$ cat config.mk
export PLATFORM = sky130hd
export DESIGN_NAME = beas_ctrl
export DESIGN_NICKNAME = d
export VERILOG_FILES = /design/src/beas_pkg.sv /design/src/beas_ctrl.sv
export SDC_FILE = /design/constraint.sdc
export NUM_CORES = 1
export LEC_CHECK = 0
export BUFFER_PORTS_ARGS = -buffer_cell sky130_fd_sc_hd__buf_2
export CAP_MARGIN = 20
export CORE_AREA = 2 2 39 41
export CTS_CLUSTER_DIAMETER = 150
export DETAILED_ROUTE_END_ITERATION = 12
export DIE_AREA = 0 0 41 43
export GPL_TIMING_DRIVEN = 0
export SETUP_SLACK_MARGIN = 0.02
export SYNTH_ARGS = -nofsm -noshare
export SYNTH_HDL_FRONTEND = slang
export SYNTH_SLANG_ARGS = --single-unit
$ cat constraint.sdc
create_clock -name clk_i -period 1.7 [get_ports clk_i]
set_clock_uncertainty 0.05 [all_clocks]
set_input_delay 0.085 -clock clk_i [delete_from_list [all_inputs] [get_ports clk_i]]
set_output_delay 0.085 -clock clk_i [all_outputs]
set_load 0.05 [all_outputs]
$ cat src/beas_pkg.sv
// Package for the block exponent aligned sum: controller states,
// command/status structs and shared constants. No dependencies.
`default_nettype none

package beas_pkg;

  localparam int unsigned BEAS_MAX_ELEMENTS = 128;

  localparam int unsigned MANT_W = 64;
  localparam int unsigned EXP_W  = 8;
  localparam int unsigned SUM_W  = 32;
  localparam int unsigned CNT_W  = 32;

  localparam int unsigned IN_DATA_W  = 72;   // mantissa, exponent
  localparam int unsigned OUT_DATA_W = 104;  // sum, exponent, sat total, underflow total

  localparam logic signed [SUM_W-1:0] SUM_MAX = 32'sh7fff_ffff;
  localparam logic signed [SUM_W-1:0] SUM_MIN = 32'sh8000_0000;

  typedef enum logic [1:0] {
    ST_LOAD,
    ST_SUM,
    ST_DRAIN
  } beas_state_e;

  // controller -> datapath
  typedef struct packed {
    logic wr;        // input beat accepted
    logic last;      // accepted beat closes the vector
    logic rd;        // issue one buffer read for the sum pass
    logic out_load;  // capture result into output register
  } beas_cmd_t;

  // datapath -> controller
  typedef struct packed {
    logic rd_last;     // current read is the final element
    logic pipe_empty;  // no element in flight in the sum pipe
    logic out_free;    // output register can take a result this cycle
  } beas_status_t;

endpackage

`default_nettype wire

$ cat src/beas_ctrl.sv
// Controller for the block exponent aligned sum: load, sum pass, drain.
// Depends on beas_pkg.
`default_nettype none

module beas_ctrl (
  input  wire                   clk_i,
  input  wire                   rst_ni,
  input  wire                   s_tvalid_i,
  input  wire                   s_tlast_i,
  output logic                  s_tready_o,
  input  beas_pkg::beas_status_t status_i,
  output beas_pkg::beas_cmd_t    cmd_o
);
  import beas_pkg::*;

  beas_state_e state_q, state_d;

  always_ff @(posedge clk_i or negedge rst_ni) begin
    if (!rst_ni) begin
      state_q <= ST_LOAD;
    end else begin
      state_q <= state_d;
    end
  end

  always_comb begin
    state_d      = state_q;
    cmd_o        = '0;
    s_tready_o   = 1'b0;
    unique case (state_q)
      ST_LOAD: begin
        s_tready_o = 1'b1;
        cmd_o.wr   = s_tvalid_i;
        cmd_o.last = s_tvalid_i & s_tlast_i;
        if (s_tvalid_i && s_tlast_i) begin
          state_d = ST_SUM;
        end
      end
      ST_SUM: begin
        cmd_o.rd = 1'b1;
        if (status_i.rd_last) begin
          state_d = ST_DRAIN;
        end
      end
      ST_DRAIN: begin
        if (status_i.pipe_empty && status_i.out_free) begin
          cmd_o.out_load = 1'b1;
          state_d        = ST_LOAD;
        end
      end
      default: begin
        state_d = ST_LOAD;
      end
    endcase
  end

endmodule

`default_nettype wire

==> results <==
- The dominant cell type by area after synthesis is sky130_fd_sc_hd__dfrtp_1.
- Of the total power, the share spent switching nets is 50.61%.
- For the pin with the worst max-slew slack, the measured transition is 0.2485 ns.
- The via density per instance is 3.227.
- The type of the tightest min-delay check is in2reg.
- The HPWL after detailed placement is 258.1 um.
- The worst setup path endpoint is cmd_o[2].
- The number of gates given a new drive strength after cts is 0.
- The smallest hold slack is 0.06499 ns.
- After synthesis, the mean cell area works out to 9.528 um^2.
- In this run the tool buffered the top-level ports with 11 buffer cells.
- The flow ran to the end, and the final reports show no timing, DRC or antenna violations.
- The post-layout total power is 0.0004639 W.
- After detailed routing, the number of remaining DRC violations is 0.
- The number of antenna diodes is 0.
- The first-pass GRT wire length is 483 um.
- The largest stage delay on the critical path is 0.38 ns.
- The chip width is 41 um.
- The end of the worst register-to-register path is state_q[1]$_DFFE_PN0P_.
- The classification of the worst setup path is reg2out.
- In the synthesized netlist, the cells that appear most often are sky130_fd_sc_hd__dfrtp_1, sky130_fd_sc_hd__nor2b_1.
- For the worst-skew pair, the clock arrives at the later sink with an insertion delay of 0.22 ns.
- The die covers 1763 um^2.
- In the final layout, the registers with the most flip-flops are state_q: 2 flops.
- The count of yosys warnings during synthesis is 0.
- The number of endpoints with negative hold slack in the final report is 0.
- For this block, the initial DRC count from the detailed router was 0.
- The internal power consumption is 0.0002291 W.
- The final setup violation count is 0.
- The setup check on the worst reg-to-reg path leaves a slack of 0.75 ns.
- Summed over its instances, the top area cell type makes up 40.40% of the synthesized netlist area.
- The start point of the critical path is state_q[0]$_DFFE_PN0P_.
- The global route total overflow is 0.
- The worst setup path is captured at an output pin.
- Setup repair after global routing left no endpoint under its margin.
- Once the clock tree was built, the setup fixing pass inserted 0 buffers.
- The number of nets in the final layout is 37.
- The share of total power dissipated in sequential elements is 18.2%.
- The cell type of the slowest stage on the worst timing path is sky130_fd_sc_hd__dfrtp_1.
- The total number of clock tree sinks is 2.
- Broken down by cell family, the worst path's largest delay share belongs to flip-flops.
- The netlist area before placement is 123.9 um^2.
- Synthesis produced 13 cells.
- The depth of the worst register-to-register path is 2.
- The post-route netlist has 60.71% of its cells at a drive strength greater than 1.
- Buffers inserted during clock tree synthesis total 3.
- For this design the ratio of total power to cell area is 2004 nW/um^2.
- The number of H-tree levels is 1.
- The routed design could run at a clock period as short as 1.315 ns.
- The worst setup path is launched from a flip-flop.
- By area the synthesized netlist is led by sky130_fd_sc_hd__dfrtp_1, sky130_fd_sc_hd__nor2b_1, sky130_fd_sc_hd__a32o_1, sky130_fd_sc_hd__a22o_1, sky130_fd_sc_hd__nor2b_2.
- The maximum number of pins on one net before global-route repair is 5.
- The post-synthesis sequential area ratio is 40.40%.
- The flip-flop count of the largest register after layout is 2.
- The peak fanout along the critical path is 4.
- The register bank with the most flops is state_q.
- The total global-route track usage is 4.915%.
- In this run, synthesis produced a sequential element count of 2.
- The number of iterations in the first detailed-routing pass is 1.
- The die is 43 um tall.
- The startpoint identified for the worst register-to-register timing path is state_q[0]$_DFFE_PN0P_.
- Across the VDD grid, the largest voltage drop is 400.1 uV.
- The via count of the first global-routing pass is 130.
- Data arrives at the worst endpoint at 1.18 ns.
- Routability-driven placement finished with a final weighted congestion of 0.6060.
- The buffer and inverter count on the worst path is 1.
- After clock tree synthesis, the clock-pin slew on the worst setup and hold paths is 0.03 ns.
- Synthesis instantiated 11 different standard cells from the library.
- In this run, placement finished with an instance count of 40.
- The fraction of synthesis flops using an asynchronous set or reset pin is 100.0%.
- The most common flop cell mapped by yosys is sky130_fd_sc_hd__dfrtp_1.
- Traced cell by cell, the critical path runs through nor2_2 -> and3_1 -> buf_2.
- In the final routed layout, each cell accounts on average for 7.205 um.
- Combinational cells account for 59.4% of the total power.
- The number of pins exceeding their max-slew limit in the final report came to 0.
- The final sum of negative setup slack is 0 ns.
- The net switching power is 0.0002347 W.
- The worst path uses 77.36% of the clock period.
- The number of nets in the synthesized netlist is 20.
- The number of maximum-capacitance constraint violations is 0.
- The total core area is 1384 um^2.
- The portion of total power attributed to the clock network is 22.4%.
- The worst slew margin relative to its limit is 83.55%.
- The tree is rooted in a sky130_fd_sc_hd__clkbuf_4.
- The required time of the critical path is 1.56 ns.
- TritonCTS built the clock tree.
- Once the floorplan was initialized, standard cells occupied 8.951% of the core.
- The number of routed nets with antenna violations is 0.
- The finished layout holds 44 standard cells, fillers aside.
- The top achievable clock speed is 760.4 MHz.
- The number of antenna violations at the first check in global routing was 0.
- The critical path runs through a total of 3 cells.
- The total via count in the routed design is 142.
- After clock tree synthesis, the flow added hold-fix buffers numbering 1.
- The leakage power total is 0.1278 nW.
- The placed instances occupy a cell area of 198.9 um^2.
- The number of enable-type register cells in the synthesized netlist is 0.
- Compared with the post-synthesis result, the final layout area differs by 86.87%.
- The post-layout instance area is 231.5 um^2.
- The floorplan has 14 rows.
- The total I/O pin count is 12.
- The final wirelength is 317 um.
- The clock passes through at most 2 buffers.
how the worst min path moves through the flow:
stage	slack [ns]	endpoint	startpoint	cells after the start
floorplan	-0.26	state_q[0]$_DFFE_PN0P_	rst_ni	0
global placement	-0.18	state_q[1]$_DFFE_PN0P_	rst_ni	1
detailed placement	-0.17	state_q[1]$_DFFE_PN0P_	rst_ni	1
CTS	0.06	state_q[1]$_DFFE_PN0P_	status_i[2]	2
global route	0.07	state_q[1]$_DFFE_PN0P_	status_i[2]	2
finish	0.06	state_q[1]$_DFFE_PN0P_	status_i[2]	2
cell type report:
| type | count | area (um^2) |
|---|---|---|
| sequential | 2 | 50.05 |
| clock buffer | 3 | 22.52 |
| tap | 16 | 20.02 |
| timing repair buffer | 12 | 65.06 |
| multi-input combinational | 9 | 62.56 |
| fill | 151 | 1152 |
| inverter | 1 | 3.754 |
| buffer | 1 | 7.507 |
cells by family (layout without fill, tap and decap cells):
logic type	count (synthesis)	after routing	share of synthesized area (%)
compound gates	2	2	15.15
buf+inv	2	17	9.090
flops	2	2	40.41
simple gates	7	7	35.36
power by group through the flow:
stage	Clock (W)	Sequential, W	Combinational (W)
2_1_floorplan	0	0.0000826	0.000225
3_3_place_gp	0	0.0000840	0.000277
3_5_place_dp	0	0.0000853	0.000275
4_1_cts	0.000111	0.0000849	0.000278
5_1_grt	0.000116	0.0000899	0.000295
6_report	0.000104	0.0000846	0.000275
cell usage in the layout (no fill, tap or decap):
| master | n |
|---|---|
| sky130_fd_sc_hd__and3_1 | 1 |
| sky130_fd_sc_hd__nor2b_2 | 1 |
| sky130_fd_sc_hd__nand2_1 | 1 |
| sky130_fd_sc_hd__and2_1 | 1 |
| sky130_fd_sc_hd__clkbuf_4 | 3 |
| sky130_fd_sc_hd__buf_2 | 11 |
| sky130_fd_sc_hd__dlygate4sd3_1 | 1 |
| sky130_fd_sc_hd__a22o_1 | 1 |
| sky130_fd_sc_hd__a32o_1 | 1 |
| sky130_fd_sc_hd__dfrtp_1 | 2 |
| sky130_fd_sc_hd__inv_1 | 1 |
| sky130_fd_sc_hd__nor2_2 | 1 |
| sky130_fd_sc_hd__buf_4 | 1 |
| sky130_fd_sc_hd__nor2b_1 | 2 |
metrics by stage:
stage,setup slack (ns),utilization (%)
final,0.3849,16.73
after global routing,0.2936,16.73
after CTS,0.3686,16.73
after detailed placement,0.6176,14.38
after global placement,0.6232,14.38
after floorplan,0.1508,-
metal layers:
metal	vias up	track usage, %	share of wire (%)
met5	-	0	0
met4	0	6.000	0
met3	0	4.712	15
met2	7	5.625	47
met1	61	4.167	38
li1	74	-	-
(Power assumes the default switching activity.)
